[src/hdl/mpfp_pkg.sv]
// ----------------------------------------------------------------------------
// mpfp_pkg
// Shared types, codes and helpers for the MQTT packet field parser.
// ----------------------------------------------------------------------------
`default_nettype none
package mpfp_pkg;

  localparam int MAX_SUB_ENTRIES_DEF = 10;
  localparam int FIFO_DEPTH_DEF      = 4;
  localparam logic [16:0] MAX_STRING_LEN_RST = 17'd256;

  // record kinds
  localparam logic [3:0] K_HEADER    = 4'd0;
  localparam logic [3:0] K_REMLEN    = 4'd1;
  localparam logic [3:0] K_VERSION   = 4'd2;
  localparam logic [3:0] K_CONNFLAGS = 4'd3;
  localparam logic [3:0] K_KEEPALIVE = 4'd4;
  localparam logic [3:0] K_PACKETID  = 4'd5;
  localparam logic [3:0] K_STRLEN    = 4'd6;
  localparam logic [3:0] K_STRBYTE   = 4'd7;
  localparam logic [3:0] K_SUBQOS    = 4'd8;
  localparam logic [3:0] K_PAYLOAD   = 4'd9;
  localparam logic [3:0] K_VERDICT   = 4'd10;

  // verdicts
  localparam logic [2:0] V_OK        = 3'd0;
  localparam logic [2:0] V_SHORT     = 3'd1;
  localparam logic [2:0] V_BADLEN    = 3'd2;
  localparam logic [2:0] V_TRUNC     = 3'd3;
  localparam logic [2:0] V_UNKNOWN   = 3'd4;
  localparam logic [2:0] V_MALFORMED = 3'd5;

  // string slots
  localparam logic [2:0] S_PROTONAME = 3'd0;
  localparam logic [2:0] S_CLIENTID  = 3'd1;
  localparam logic [2:0] S_WILLTOPIC = 3'd2;
  localparam logic [2:0] S_WILLMSG   = 3'd3;
  localparam logic [2:0] S_USER      = 3'd4;
  localparam logic [2:0] S_PASSWORD  = 3'd5;
  localparam logic [2:0] S_PUBTOPIC  = 3'd6;
  localparam logic [2:0] S_SUBTOPIC  = 3'd7;

  // control packet types
  localparam logic [3:0] T_CONNECT   = 4'd1;
  localparam logic [3:0] T_CONNACK   = 4'd2;
  localparam logic [3:0] T_PUBLISH   = 4'd3;
  localparam logic [3:0] T_SUBSCRIBE = 4'd8;
  localparam logic [3:0] T_UNSUBACK  = 4'd10;
  localparam logic [3:0] T_PINGREQ   = 4'd12;
  localparam logic [3:0] T_PINGRESP  = 4'd13;
  localparam logic [3:0] T_DISCONN   = 4'd14;

  typedef struct packed {
    logic [3:0]  kind;
    logic [27:0] value;
    logic [2:0]  string_slot;
    logic [3:0]  entry_index;
    logic [3:0]  ctrl_type;
    logic        dup_flag;
    logic [1:0]  qos_level;
    logic        retain_flag;
    logic [2:0]  verdict;
    logic        packet_last;
  } rec_t;

  // up to two records produced by one byte
  typedef struct packed {
    logic [1:0] cnt;
    rec_t       rec0;
    rec_t       rec1;
  } pair_t;

  function automatic rec_t make_rec(input logic [3:0] kind, input logic [27:0] value,
                                    input logic [2:0] slot, input logic [3:0] entry,
                                    input logic [2:0] verdict, input logic [7:0] hdr);
    rec_t r;
    r.kind        = kind;
    r.value       = value;
    r.string_slot = slot;
    r.entry_index = entry;
    r.ctrl_type   = hdr[7:4];
    r.dup_flag    = hdr[3];
    r.qos_level   = hdr[2:1];
    r.retain_flag = hdr[0];
    r.verdict     = verdict;
    r.packet_last = (kind == K_VERDICT);
    return r;
  endfunction

endpackage
`default_nettype wire

[src/hdl/mpfp_parser.sv]
// ----------------------------------------------------------------------------
// mpfp_parser
// Front end: per-byte MQTT state machine, produces up to two records a byte.
// ----------------------------------------------------------------------------
`default_nettype none
module mpfp_parser #(
  parameter int MAX_SUB_ENTRIES = mpfp_pkg::MAX_SUB_ENTRIES_DEF
) (
  input  wire logic          clk,
  input  wire logic          rst,
  input  wire logic          cfg_write,
  input  wire logic [16:0]   cfg_data,
  input  wire logic          accept,
  input  wire logic [7:0]    data_byte,
  input  wire logic          segment_end,
  output mpfp_pkg::pair_t    pair
);
  import mpfp_pkg::*;

  localparam logic [3:0] PH_HDR      = 4'd0;
  localparam logic [3:0] PH_LEN      = 4'd1;
  localparam logic [3:0] PH_CLOSED   = 4'd2;
  localparam logic [3:0] PH_SKIP     = 4'd3;
  localparam logic [3:0] PH_STR_HI   = 4'd4;
  localparam logic [3:0] PH_STR_LO   = 4'd5;
  localparam logic [3:0] PH_STR_BODY = 4'd6;
  localparam logic [3:0] PH_VERSION  = 4'd7;
  localparam logic [3:0] PH_FLAGS    = 4'd8;
  localparam logic [3:0] PH_KA_HI    = 4'd9;
  localparam logic [3:0] PH_KA_LO    = 4'd10;
  localparam logic [3:0] PH_PID_HI   = 4'd11;
  localparam logic [3:0] PH_PID_LO   = 4'd12;
  localparam logic [3:0] PH_PAYLOAD  = 4'd13;
  localparam logic [3:0] PH_SUBQOS   = 4'd14;

  localparam logic [3:0] MAX_ENT = 4'(MAX_SUB_ENTRIES);

  typedef struct packed {
    logic [3:0] phase;
    logic [2:0] slot;
    logic [2:0] pend;
  } nx_t;

  logic [16:0] max_string_len;
  logic [3:0]  phase, phase_next;
  logic [7:0]  header_bits, header_bits_next;
  logic [27:0] remaining_count, remaining_count_next;
  logic [2:0]  length_byte_count, length_byte_count_next;
  logic [7:0]  connect_flag_bits, connect_flag_bits_next;
  logic [15:0] string_count, string_count_next;
  logic [2:0]  current_slot, current_slot_next;
  logic [3:0]  entry_count, entry_count_next;
  logic [7:0]  high_byte_hold, high_byte_hold_next;
  logic [2:0]  pending_verdict, pending_verdict_next;

  function automatic nx_t go_str(input logic [2:0] s, input nx_t cur);
    nx_t r;
    r = cur;
    r.phase = PH_STR_HI;
    r.slot  = s;
    return r;
  endfunction

  function automatic nx_t go_skip(input logic [2:0] v, input nx_t cur);
    nx_t r;
    r = cur;
    r.phase = PH_SKIP;
    r.pend  = v;
    return r;
  endfunction

  function automatic nx_t after_pw(input logic [7:0] fl, input nx_t cur);
    return fl[6] ? go_str(S_PASSWORD, cur) : go_skip(V_OK, cur);
  endfunction

  function automatic nx_t after_will(input logic [7:0] fl, input nx_t cur);
    return fl[7] ? go_str(S_USER, cur) : after_pw(fl, cur);
  endfunction

  function automatic nx_t begin_entry(input logic [3:0] cnt, input nx_t cur);
    return (cnt < MAX_ENT) ? go_str(S_SUBTOPIC, cur) : go_skip(V_OK, cur);
  endfunction

  function automatic nx_t after_string(input logic [7:0] fl, input logic [1:0] qos,
                                       input nx_t cur);
    nx_t r;
    r = cur;
    case (cur.slot)
      S_PROTONAME: r.phase = PH_VERSION;
      S_CLIENTID:  r = fl[2] ? go_str(S_WILLTOPIC, cur) : after_will(fl, cur);
      S_WILLTOPIC: r = go_str(S_WILLMSG, cur);
      S_WILLMSG:   r = after_will(fl, cur);
      S_USER:      r = after_pw(fl, cur);
      S_PASSWORD:  r = go_skip(V_OK, cur);
      S_PUBTOPIC:  r.phase = (qos != 2'd0) ? PH_PID_HI : PH_PAYLOAD;
      default:     r.phase = PH_SUBQOS;
    endcase
    return r;
  endfunction

  function automatic logic [2:0] end_verdict(input nx_t cur);
    logic [2:0] v;
    case (cur.phase)
      PH_STR_HI, PH_STR_LO, PH_STR_BODY:
        v = (cur.slot == S_SUBTOPIC) ? V_OK : V_MALFORMED;
      PH_VERSION, PH_FLAGS, PH_KA_HI, PH_KA_LO, PH_PID_HI, PH_PID_LO:
        v = V_MALFORMED;
      PH_PAYLOAD, PH_SUBQOS:
        v = V_OK;
      default:
        v = cur.pend;
    endcase
    return v;
  endfunction

  logic        f_valid;
  rec_t        f_rec;
  logic        c_valid;
  logic [2:0]  c_verdict;
  logic [7:0]  hb;
  nx_t         nx;
  logic [27:0] rc;
  logic [27:0] shifted;
  logic [15:0] len;
  logic [3:0]  ent;
  rec_t        c_rec;

  always_comb begin
    phase_next             = phase;
    header_bits_next       = header_bits;
    remaining_count_next   = remaining_count;
    length_byte_count_next = length_byte_count;
    connect_flag_bits_next = connect_flag_bits;
    string_count_next      = string_count;
    entry_count_next       = entry_count;
    high_byte_hold_next    = high_byte_hold;
    nx.phase = phase;
    nx.slot  = current_slot;
    nx.pend  = pending_verdict;
    f_valid   = 1'b0;
    c_valid   = 1'b0;
    c_verdict = V_OK;
    hb        = (phase == PH_HDR) ? data_byte : header_bits;
    f_rec     = make_rec(K_HEADER, 28'(data_byte), 3'd0, 4'd0, V_OK, hb);
    len       = {high_byte_hold, data_byte};
    ent       = (current_slot == S_SUBTOPIC) ? entry_count : 4'd0;
    rc        = remaining_count;
    case (length_byte_count[1:0])
      2'd0:    shifted = 28'(data_byte[6:0]);
      2'd1:    shifted = {14'd0, data_byte[6:0], 7'd0};
      2'd2:    shifted = {7'd0, data_byte[6:0], 14'd0};
      default: shifted = {data_byte[6:0], 21'd0};
    endcase

    if (phase == PH_HDR) begin
      header_bits_next = data_byte;
      f_valid = 1'b1;
      if (segment_end) begin
        c_valid = 1'b1;
        c_verdict = V_SHORT;
      end else begin
        nx.phase = PH_LEN;
        remaining_count_next = 28'd0;
        length_byte_count_next = 3'd0;
      end
    end else if (phase == PH_LEN) begin
      rc = remaining_count | shifted;
      remaining_count_next = rc;
      length_byte_count_next = length_byte_count + 3'd1;
      if (data_byte[7]) begin
        if (length_byte_count_next >= 3'd4 || segment_end) begin
          c_valid = 1'b1;
          c_verdict = V_BADLEN;
        end
      end else begin
        f_valid = 1'b1;
        f_rec = make_rec(K_REMLEN, rc, 3'd0, 4'd0, V_OK, hb);
        case (header_bits[7:4])
          T_CONNECT:   nx = go_str(S_PROTONAME, nx);
          T_PUBLISH:   nx = go_str(S_PUBTOPIC, nx);
          T_SUBSCRIBE: begin
            entry_count_next = 4'd0;
            nx.phase = PH_PID_HI;
          end
          T_CONNACK, T_UNSUBACK, T_PINGREQ, T_PINGRESP, T_DISCONN:
            nx = go_skip(V_OK, nx);
          default: nx = go_skip(V_UNKNOWN, nx);
        endcase
        if (rc == 28'd0) begin
          c_valid = 1'b1;
          c_verdict = end_verdict(nx);
        end else if (segment_end) begin
          c_valid = 1'b1;
          c_verdict = V_TRUNC;
        end
      end
    end else if (phase != PH_CLOSED) begin
      rc = remaining_count - 28'd1;
      remaining_count_next = rc;
      case (phase)
        PH_STR_HI: begin
          high_byte_hold_next = data_byte;
          nx.phase = PH_STR_LO;
        end
        PH_STR_LO: begin
          f_valid = 1'b1;
          f_rec = make_rec(K_STRLEN, 28'(len), current_slot, ent, V_OK, hb);
          if (17'(len) >= max_string_len || 28'(len) > rc) begin
            nx = go_skip((current_slot == S_SUBTOPIC) ? V_OK : V_MALFORMED, nx);
          end else if (len == 16'd0) begin
            nx = after_string(connect_flag_bits, header_bits[2:1], nx);
          end else begin
            string_count_next = len;
            nx.phase = PH_STR_BODY;
          end
        end
        PH_STR_BODY: begin
          f_valid = 1'b1;
          f_rec = make_rec(K_STRBYTE, 28'(data_byte), current_slot, ent, V_OK, hb);
          string_count_next = string_count - 16'd1;
          if (string_count_next == 16'd0)
            nx = after_string(connect_flag_bits, header_bits[2:1], nx);
        end
        PH_VERSION: begin
          f_valid = 1'b1;
          f_rec = make_rec(K_VERSION, 28'(data_byte), 3'd0, 4'd0, V_OK, hb);
          nx.phase = PH_FLAGS;
        end
        PH_FLAGS: begin
          connect_flag_bits_next = data_byte;
          f_valid = 1'b1;
          f_rec = make_rec(K_CONNFLAGS, 28'(data_byte), 3'd0, 4'd0, V_OK, hb);
          nx.phase = PH_KA_HI;
        end
        PH_KA_HI, PH_PID_HI: begin
          high_byte_hold_next = data_byte;
          nx.phase = phase + 4'd1;
        end
        PH_KA_LO: begin
          f_valid = 1'b1;
          f_rec = make_rec(K_KEEPALIVE, 28'(len), 3'd0, 4'd0, V_OK, hb);
          nx = go_str(S_CLIENTID, nx);
        end
        PH_PID_LO: begin
          f_valid = 1'b1;
          f_rec = make_rec(K_PACKETID, 28'(len), 3'd0, 4'd0, V_OK, hb);
          if (header_bits[7:4] == T_PUBLISH)
            nx.phase = PH_PAYLOAD;
          else
            nx = begin_entry(entry_count, nx);
        end
        PH_PAYLOAD: begin
          f_valid = 1'b1;
          f_rec = make_rec(K_PAYLOAD, 28'(data_byte), 3'd0, 4'd0, V_OK, hb);
        end
        PH_SUBQOS: begin
          f_valid = 1'b1;
          f_rec = make_rec(K_SUBQOS, 28'(data_byte), 3'd0, entry_count, V_OK, hb);
          entry_count_next = entry_count + 4'd1;
          nx = begin_entry(entry_count_next, nx);
        end
        default: ;
      endcase
      if (rc == 28'd0) begin
        c_valid = 1'b1;
        c_verdict = end_verdict(nx);
      end else if (segment_end) begin
        c_valid = 1'b1;
        c_verdict = V_TRUNC;
      end
    end

    if (c_valid)
      nx.phase = PH_CLOSED;
    phase_next           = nx.phase;
    current_slot_next    = nx.slot;
    pending_verdict_next = nx.pend;

    c_rec = make_rec(K_VERDICT, 28'd0, 3'd0, 4'd0, c_verdict, hb);
    pair.cnt  = 2'(f_valid) + 2'(c_valid);
    pair.rec0 = f_valid ? f_rec : c_rec;
    pair.rec1 = c_rec;
  end

  always_ff @(posedge clk) begin
    if (rst) begin
      max_string_len <= MAX_STRING_LEN_RST;
    end else if (cfg_write) begin
      max_string_len <= cfg_data;
    end
  end

  always_ff @(posedge clk) begin
    if (rst || (accept && segment_end)) begin
      phase             <= PH_HDR;
      header_bits       <= 8'd0;
      remaining_count   <= 28'd0;
      length_byte_count <= 3'd0;
      connect_flag_bits <= 8'd0;
      string_count      <= 16'd0;
      current_slot      <= 3'd0;
      entry_count       <= 4'd0;
      high_byte_hold    <= 8'd0;
      pending_verdict   <= V_OK;
    end else if (accept) begin
      phase             <= phase_next;
      header_bits       <= header_bits_next;
      remaining_count   <= remaining_count_next;
      length_byte_count <= length_byte_count_next;
      connect_flag_bits <= connect_flag_bits_next;
      string_count      <= string_count_next;
      current_slot      <= current_slot_next;
      entry_count       <= entry_count_next;
      high_byte_hold    <= high_byte_hold_next;
      pending_verdict   <= pending_verdict_next;
    end
  end

endmodule
`default_nettype wire

[src/hdl/mpfp_queue.sv]
// ----------------------------------------------------------------------------
// mpfp_queue
// Small FIFO of record pairs between the parser and the output stage.
// ----------------------------------------------------------------------------
`default_nettype none
module mpfp_queue #(
  parameter int DEPTH = mpfp_pkg::FIFO_DEPTH_DEF
) (
  input  wire logic            clk,
  input  wire logic            rst,
  input  wire logic            push,
  input  wire mpfp_pkg::pair_t wdata,
  output logic                 full,
  output logic                 not_empty,
  input  wire logic            pop,
  output mpfp_pkg::pair_t      rdata
);
  import mpfp_pkg::*;

  localparam int AW = (DEPTH > 1) ? $clog2(DEPTH) : 1;

  pair_t          mem [DEPTH];
  logic [AW-1:0]  wr_ptr, rd_ptr;
  logic [AW:0]    count;
  logic           do_push, do_pop;

  assign full      = (count == (AW+1)'(DEPTH));
  assign not_empty = (count != '0);
  assign rdata     = mem[rd_ptr];
  assign do_push   = push && !full;
  assign do_pop    = pop && not_empty;

  always_ff @(posedge clk) begin
    if (do_push)
      mem[wr_ptr] <= wdata;
  end

  always_ff @(posedge clk) begin
    if (rst) begin
      wr_ptr <= '0;
      rd_ptr <= '0;
      count  <= '0;
    end else begin
      if (do_push)
        wr_ptr <= (wr_ptr == AW'(DEPTH - 1)) ? '0 : wr_ptr + AW'(1);
      if (do_pop)
        rd_ptr <= (rd_ptr == AW'(DEPTH - 1)) ? '0 : rd_ptr + AW'(1);
      count <= count + (AW+1)'(do_push) - (AW+1)'(do_pop);
    end
  end

endmodule
`default_nettype wire

[src/hdl/mpfp_emitter.sv]
// ----------------------------------------------------------------------------
// mpfp_emitter
// Back end: holds one record pair and sends its records one per transaction.
// ----------------------------------------------------------------------------
`default_nettype none
module mpfp_emitter (
  input  wire logic            clk,
  input  wire logic            rst,
  input  wire logic            q_not_empty,
  input  wire mpfp_pkg::pair_t q_data,
  output logic                 q_pop,
  output logic                 out_valid,
  input  wire logic            out_stall,
  output mpfp_pkg::rec_t       out_rec
);
  import mpfp_pkg::*;

  logic  held;
  logic  sel;
  pair_t cur;
  logic  done;

  assign out_valid = held;
  assign out_rec   = sel ? cur.rec1 : cur.rec0;
  // pair finishes when its last record is taken
  assign done  = held && !out_stall && (sel || cur.cnt != 2'd2);
  assign q_pop = q_not_empty && (!held || done);

  always_ff @(posedge clk) begin
    if (q_pop)
      cur <= q_data;
  end

  always_ff @(posedge clk) begin
    if (rst) begin
      held <= 1'b0;
      sel  <= 1'b0;
    end else if (q_pop) begin
      held <= 1'b1;
      sel  <= 1'b0;
    end else if (done) begin
      held <= 1'b0;
      sel  <= 1'b0;
    end else if (held && !out_stall) begin
      sel <= 1'b1;
    end
  end

endmodule
`default_nettype wire

[src/hdl/mqtt_packet_field_parser.sv]
// ----------------------------------------------------------------------------
// mqtt_packet_field_parser
// MQTT v3.1.1 fixed header, remaining length and body field parser.
// ----------------------------------------------------------------------------
// Throughput: one byte per cycle while in_stall is low; a byte giving two records
//   is sent as two output transactions, absorbed by the pair queue (FIFO_DEPTH entries).
// Path: the records of a byte are written to the pair queue, then loaded into
//   the emitter's holding register, which drives out_valid and the record outputs.
// Reset: synchronous rst returns parser state, queue and output to empty and
//   max_string_len to 256. No clearing pass.
`default_nettype none
module mqtt_packet_field_parser #(
  parameter int MAX_SUB_ENTRIES = mpfp_pkg::MAX_SUB_ENTRIES_DEF,
  parameter int FIFO_DEPTH      = mpfp_pkg::FIFO_DEPTH_DEF
) (
  input  wire logic        clk,
  input  wire logic        rst,
  input  wire logic        cfg_write,
  input  wire logic [16:0] cfg_data,
  input  wire logic        in_valid,
  output logic             in_stall,
  input  wire logic [7:0]  data_byte,
  input  wire logic        segment_end,
  output logic             out_valid,
  input  wire logic        out_stall,
  output logic [3:0]       kind,
  output logic [27:0]      value,
  output logic [2:0]       string_slot,
  output logic [3:0]       entry_index,
  output logic [3:0]       ctrl_type,
  output logic             dup_flag,
  output logic [1:0]       qos_level,
  output logic             retain_flag,
  output logic [2:0]       verdict,
  output logic             packet_last
);
  import mpfp_pkg::*;

  pair_t pair;
  pair_t q_data;
  rec_t  rec;
  logic  accept, q_full, q_not_empty, q_pop;

  assign in_stall = q_full;
  assign accept   = in_valid && !q_full;

  mpfp_parser #(.MAX_SUB_ENTRIES(MAX_SUB_ENTRIES)) u_parser (
    .clk, .rst, .cfg_write, .cfg_data, .accept, .data_byte, .segment_end, .pair
  );

  mpfp_queue #(.DEPTH(FIFO_DEPTH)) u_queue (
    .clk, .rst,
    .push      (accept && pair.cnt != 2'd0),
    .wdata     (pair),
    .full      (q_full),
    .not_empty (q_not_empty),
    .pop       (q_pop),
    .rdata     (q_data)
  );

  mpfp_emitter u_emitter (
    .clk, .rst, .q_not_empty, .q_data, .q_pop, .out_valid, .out_stall,
    .out_rec (rec)
  );

  assign kind        = rec.kind;
  assign value       = rec.value;
  assign string_slot = rec.string_slot;
  assign entry_index = rec.entry_index;
  assign ctrl_type   = rec.ctrl_type;
  assign dup_flag    = rec.dup_flag;
  assign qos_level   = rec.qos_level;
  assign retain_flag = rec.retain_flag;
  assign verdict     = rec.verdict;
  assign packet_last = rec.packet_last;

endmodule
`default_nettype wire

[config.mk]
export PLATFORM = sky130hd
export DESIGN_NAME = mqtt_packet_field_parser
export DESIGN_NICKNAME = d
export VERILOG_FILES = /design/src/hdl/mpfp_pkg.sv /design/src/hdl/mpfp_parser.sv /design/src/hdl/mpfp_queue.sv /design/src/hdl/mpfp_emitter.sv /design/src/hdl/mqtt_packet_field_parser.sv
export SDC_FILE = /design/constraint.sdc
export NUM_CORES = 1
export LEC_CHECK = 0
export ABC_AREA = 0
export BUFFER_PORTS_ARGS = -buffer_cell sky130_fd_sc_hd__buf_2
export CAP_MARGIN = 20
export CORE_AREA = 2 2 255 257
export CTS_CLUSTER_DIAMETER = 60
export DETAILED_ROUTE_END_ITERATION = 6
export DIE_AREA = 0 0 257 259
export PLACE_DENSITY = 0.61
export SETUP_SLACK_MARGIN = 0.15
export SLEW_MARGIN = 10
export SYNTH_ARGS = -nofsm -noshare
export SYNTH_HDL_FRONTEND = slang
export SYNTH_HIERARCHICAL = 1
export SYNTH_SLANG_ARGS = --single-unit
[constraint.sdc]
create_clock -name clk -period 5.9 [get_ports clk]
set_input_delay 0.295 -clock clk [delete_from_list [all_inputs] [get_ports clk]]
set_output_delay 0.295 -clock clk [all_outputs]
set_load 0.005 [all_outputs]
# After elaboration in Yosys (flattened, before gate mapping)
# Memories as Yosys holds them, arrays and structs flattened. A register that Yosys moved wholly into a read port is not among the register bits.
# Index checks and enable logic that the tools add are counted.
# word_totals
in_bits	31
memories	1
word_cells	252
output_inout_bits	53
register_bits	151
ramBits	256
# mem_list
memory	words	width	rd	rd_ports_with_merged_regs	write_ports	line	text
u_queue.mem	4	64	1	1	1	mpfp_queue.sv:22	pair_t mem [DEPTH];
# classes
muxes	94
n_lt_le_gt_ge	5
bitwise_logic	3
addsub	10
n_reduce_logical	53
eq_ne	65
# ops
operator	count
case mux 51 bit (8 select lines)	1
two-way mux 51 bit	5
two-way mux 28 bit	4
== test 4 bit (second input constant)	26
case mux 28 bit (3 select lines)	1
two-way mux 10 bit	7
two-way mux 4 bit	17
case mux 6 bit (5 select lines)	2
zero test 28 bit	2
== test 4 x 3 -> 1 bit (second input constant)	12
two-way mux 48 bit	1
two-way mux 6 bit	8
two-way mux 3 bit	13
case mux 4 bit (9 select lines)	1
zero test 16 bit	2
two-way mux 16 bit	2
case mux 16 bit (2 select lines)	1
> comparator 16 x 28 -> 1 bit	1
OR 28 bit	1
case mux 4 bit (7 select lines)	1
subtractor 28 x 1 -> 28 bit (second input constant)	1
two-way mux 9 bit	3
case mux 6 bit (4 select lines)	1
== test 3 bit (second input constant)	7
44 further kinds	110

# Logic depth before layout (Yosys ltp)
# logic_depth
depth_word	18
mapped_depth	23
depth_no_buf	22

# Modules after synthesis
# Netlist, hierarchy kept.
# by_module_without_submodules
mod	seq_area_each_um2	n_inst	cells_each	area_per_inst_um2
mpfp_queue	12672.2	1	594	15492.4
mpfp_parser	1941.9	1	1300	9039.9
mpfp_emitter	3163.0	1	174	3853.7
mqtt_packet_field_parser	0.0	1	2	21.3

# Worst setup path after synthesis
# No wires, ideal clock.
# synth_path
path_kind	flip-flop to flip-flop
start	register u_queue.count[1]
end	register u_queue.count[2]
path_slack_ns	0.981
path_buffers	0
synth_period_minus_slack_ns	4.919
setup_time_ns	0.115
arrival_ns	4.805
path_stages_with_launch	13
t_required_ns	5.785
cell_sequence	dfxtp_1 > or3_2 > nor2b_1 > a31o_1 > o31ai_1 > inv_1 > ha_1 > inv_1 > ha_1 > fa_1 > xnor2_1 > xnor2_1 > nor2_1
# synth_between
elab_cells_between_ends	10
classes_between	add/sub: 2; eq/ne: 1; reduce/logical: 7
# synth_lines
element	line	text
start, declared	mpfp_queue.sv:24	logic [AW:0] count;
start signal, assigned	mpfp_queue.sv:48	count <= count + (AW+1)'(do_push) - (AW+1)'(do_pop);
nonzero test 3 bit	mpfp_queue.sv:28	assign not_empty = (count != '0);
named net q_not_empty	mqtt_packet_field_parser.sv:42	logic accept, q_full, q_not_empty, q_pop;
logical AND 1 bit	mpfp_emitter.sv:27	assign q_pop = q_not_empty && (!held || done);
named net q_pop	mqtt_packet_field_parser.sv:42	
logical AND 1 bit	mpfp_queue.sv:31	assign do_pop = pop && not_empty;
subtractor 3 x 1 -> 3 bit	mpfp_queue.sv:48	
# The timed path passes the listed nets, and every way through them passes these cells.
# A chain may end at the register's enable or synchronous reset.

==> flow_summary.toml <==
[drt]
remaining_drc_errors = 0
vias_per_cell = 5.72
vias = 17500
ant_nets = 0
avgRoutedWirePerCell_um = 21.6
wl_um = 66000
drt_iter0_markers = 1401
drt-pass1-iter-count = 5

[clocking]
htreeDepth = 3
cts_root_buffer = "clkbuf_16"
cts_made_buffers = 71
path_clk_slew_ns = 0.06
clk_latency_ns = 0.61
cts_tree = "yes"
post_cts_buffers = 0
cts_buffer_depth = 3
clkSinkCount = 628

[critical_path]
r2r_slack_ns = 0.57
worst_setup_path_end_kind = "register"
worstReg2RegStart = "u_parser/remaining_count[5]$_SDFFE_PP0P_"
reg2reg_to = "u_queue/count[2]$_SDFF_PP0_"
cp-start-kind = "register"
arrival_ns = 5.81
worstSetupPathType = "reg -> reg"
rr_worst_depth = 20
crit_fanout = 11
worstPathRequired_ns = 6.38

[die]
rows = 93
start_util_pct = 44.5
die_x_um = 257
fp.dieH_um = 259
io_pins = 84
coreArea_um2 = 63900
die_area_um2 = 66600

[sta]
fin_worst_skew_ns = 0.0221
rsz0062_at_grt = "false"
relSlewSlack_pct = 26.3
tns_ns = 0
max_slew.worst_pin.slew_ns = 1.11
period_needed_ns = 5.33
hold_ws_ns = 0.0351
slew_violations = 0
hold_viol = 0
setup_viol = 0
fmax_mhz = 188
min_period_over_period_pct = 90.3

[synthesis]
yosysUniqueCellTypes = 93
async_flop_share_pct = 0
syn_inst = 2070
ys_seq_area_share_pct = 62.6
synth_enable_flop_cells = 520
yosysWarnings = 6
yosysTopAreaCell = "edfxtp_1"
ys_seq_elements = 628
synth_flop_cell = "edfxtp_1"
syn_area_per_cell_um2 = 13.7
yosysTopAreaCellShare_pct = 55.0
syn_area_um2 = 28400
yosys-top-cells-area = "edfxtp_1 55%, mux4_2 8.2%, dfxtp_1 7.6%, nor2_1 2.5%, ha_1 2.5%"

[finish]
drive_above_1_share_pct = 19.6
post-route-util_pct = 50.1
areaGrowthSynthToFinish_pct = 12.6
num_antenna_cells = 0
nets = 2229

[job]
cap_viol_max_count = 0

[global_route]
grt_max_degree = 105
grt_pass1_vias = 17800
grt.overflow.total = 0
grt_util_all_layers_pct = 19.9
grt_pass1_wl_um = 103000
antenna_found_initial = 2

[place]
portBuffers = 83
place_hpwl_um = 41500
gp_congestion = 0.895

[outcome]
status = "completed"

[hold_path]
hold_start = "out_stall"
min_to = "u_emitter/sel$_SDFFE_PP0P_"
hold_class = "in -> reg"
holdPathStages = 3

[power]
ir_drop_mv = 0.405
power_density_nw_per_um2 = 452
leakagePower_nw = 11.0
[what timing repair did]
| action | in CTS | in global routing |
|---|---|---|
| hold buffers | 17 | 0 |
| setup endpoints to repair | 0 | 1 |
| endpoints found under the hold margin | 17 | 0 |
| resized for setup | 0 | 2 |
[cell usage in the layout (no fill, tap or decap), types with 51 or more instances in the layout]
cell type | synthesis | routed
buf_2 | 20 | 83
o21ai_0 | 83 | 83
nand2_1 | 130 | 129
mux2_2 | 52 | 52
inv_1 | 51 | 51
dfxtp_1 | 108 | 105
clkbuf_16 | 0 | 73
edfxtp_1 | 520 | 520
nor2_1 | 191 | 190
ha_1 | 56 | 56
mux4_2 | 104 | 104
a21oi_1 | 129 | 129
[layout make-up]
type	count	area, um2
fill	5378	31900
sequential	628	17800
multi-input combinational	1254	9660
clock buffer	88	1900
tap	855	1070
timing repair buffer	133	946
clock inverter	41	424
inverter	53	199
[metrics by stage]
| step | std cells | cell area (um2) | power, mW | setup WS [ns] |
|---|---|---|---|---|
| final | 3052 | 32000 | 14.5 | 0.571 |
| after global routing | 3052 | 32000 | 15.2 | 0.152 |
| after CTS | 3052 | 32000 | 14.6 | 0.569 |
| after detailed placement | 2906 | 29500 | 10.2 | 0.605 |
| after global placement | 2906 | 29500 | 10.2 | 0.724 |
| after floorplan | 2108 | 28500 | 9.11 | 0.981 |
[cells by family after synthesis]
| group | after synthesis | synth area share (%) |
|---|---|---|
| and+or+nand+nor | 538 | 9.23 |
| muxes | 184 | 11.3 |
| DFF | 628 | 62.6 |
| adders and majority gates | 57 | 2.54 |
| buffers and inverters | 226 | 4.05 |
| other | 2 | 0.0264 |
| AOI/OAI and AO/OA | 412 | 9.53 |
| xor gates and xnor gates | 23 | 0.758 |
[worst max-delay path by stage]
stage | slack, ns | to | startpoint
final | 0.57 | u_queue/count[2]$_SDFF_PP0_ | u_parser/remaining_count[5]$_SDFFE_PP0P_
after detailed placement | 0.60 | u_queue/count[2]$_SDFF_PP0_ | u_parser/length_byte_count[0]$_SDFFE_PP0P_
after floorplan | 0.98 | u_queue/count[2]$_SDFF_PP0_ | u_queue/count[1]$_SDFF_PP0_
after global routing | 0.15 | u_queue/count[2]$_SDFF_PP0_ | u_parser/remaining_count[0]$_SDFFE_PP0P_
after global placement | 0.72 | u_queue/count[2]$_SDFF_PP0_ | u_parser/remaining_count[3]$_SDFFE_PP0P_
after CTS | 0.57 | u_queue/count[2]$_SDFF_PP0_ | u_parser/length_byte_count[0]$_SDFFE_PP0P_
[where the power goes]
group | leakage, nW | internal (mW) | switching (mW)
clock | 1.14 | 2.58 | 1.76
combinational | 4.13 | 1.60 | 2.19
sequential | 5.72 | 6.02 | 0.294
[metal layers]
layer / vias up / part of all wire [%] / track usage, %
met2: 519 / 48 / 32.9
met4: 0 / 2.5 / 7.01
met5: - / 0 / 0
li1: 8008 / - / -
met1: 8819 / 43 / 26.6
met3: 113 / 6.2 / 3.78
[sequential cells by signal (all words and copies together) (netlist names), named ones only]
name and flops:
u_parser/header_bits 8, u_parser/connect_flag_bits 3, u_emitter/sel 1, u_parser/length_byte_count 3
u_parser/high_byte_hold 8, u_parser/pending_verdict 3, u_emitter/out_valid 1, u_queue/mem 416
u_queue/rd_ptr 2, u_emitter/cur 104, u_parser/remaining_count 28, u_queue/count 3
u_parser/current_slot 3, u_parser/phase 4, u_parser/entry_count 4, u_parser/string_count 16
u_queue/wr_ptr 2, u_parser/max_string_len 17
[critical path, cell delays in order (launching register included)]
cell and delay, ns:
dfxtp_1 0.38, nor4_4 0.65, nand2_1 0.28, or3_2 0.48, xor2_1 0.24, nand4_1 0.11
or3_1 0.38, nor3_1 0.25, o22ai_1 0.23, inv_1 0.14, ha_1 0.23, o21a_1 0.31
and2_4 0.21, inv_1 0.04, ha_1 0.27, inv_1 0.04, ha_1 0.19, fa_1 0.40
xnor2_1 0.18, xnor2_1 0.14, nor2_1 0.05
[synth_stat cells, types with 10 or more instances]
cell type	n
ha_1	56
inv_1	51
and2_1	13
nor2_1	191
buf_2	20
xnor2_1	16
nand4_1	12
buf_4	48
a22oi_1	20
o21ai_0	83
a21o_1	22
a211oi_1	21
buf_6	13
o22ai_1	13
mux2_2	52
dfxtp_1	108
nor3_1	30
clkbuf_1	85
mux2i_1	28
nand2_1	130
a311oi_1	10
a21oi_1	129
nor2b_1	18
a31oi_1	16
nand3_1	44
edfxtp_1	520
nand2b_1	16
o21a_1	10
mux4_2	104
No activity file was read; power rests on OpenSTA's default activity.
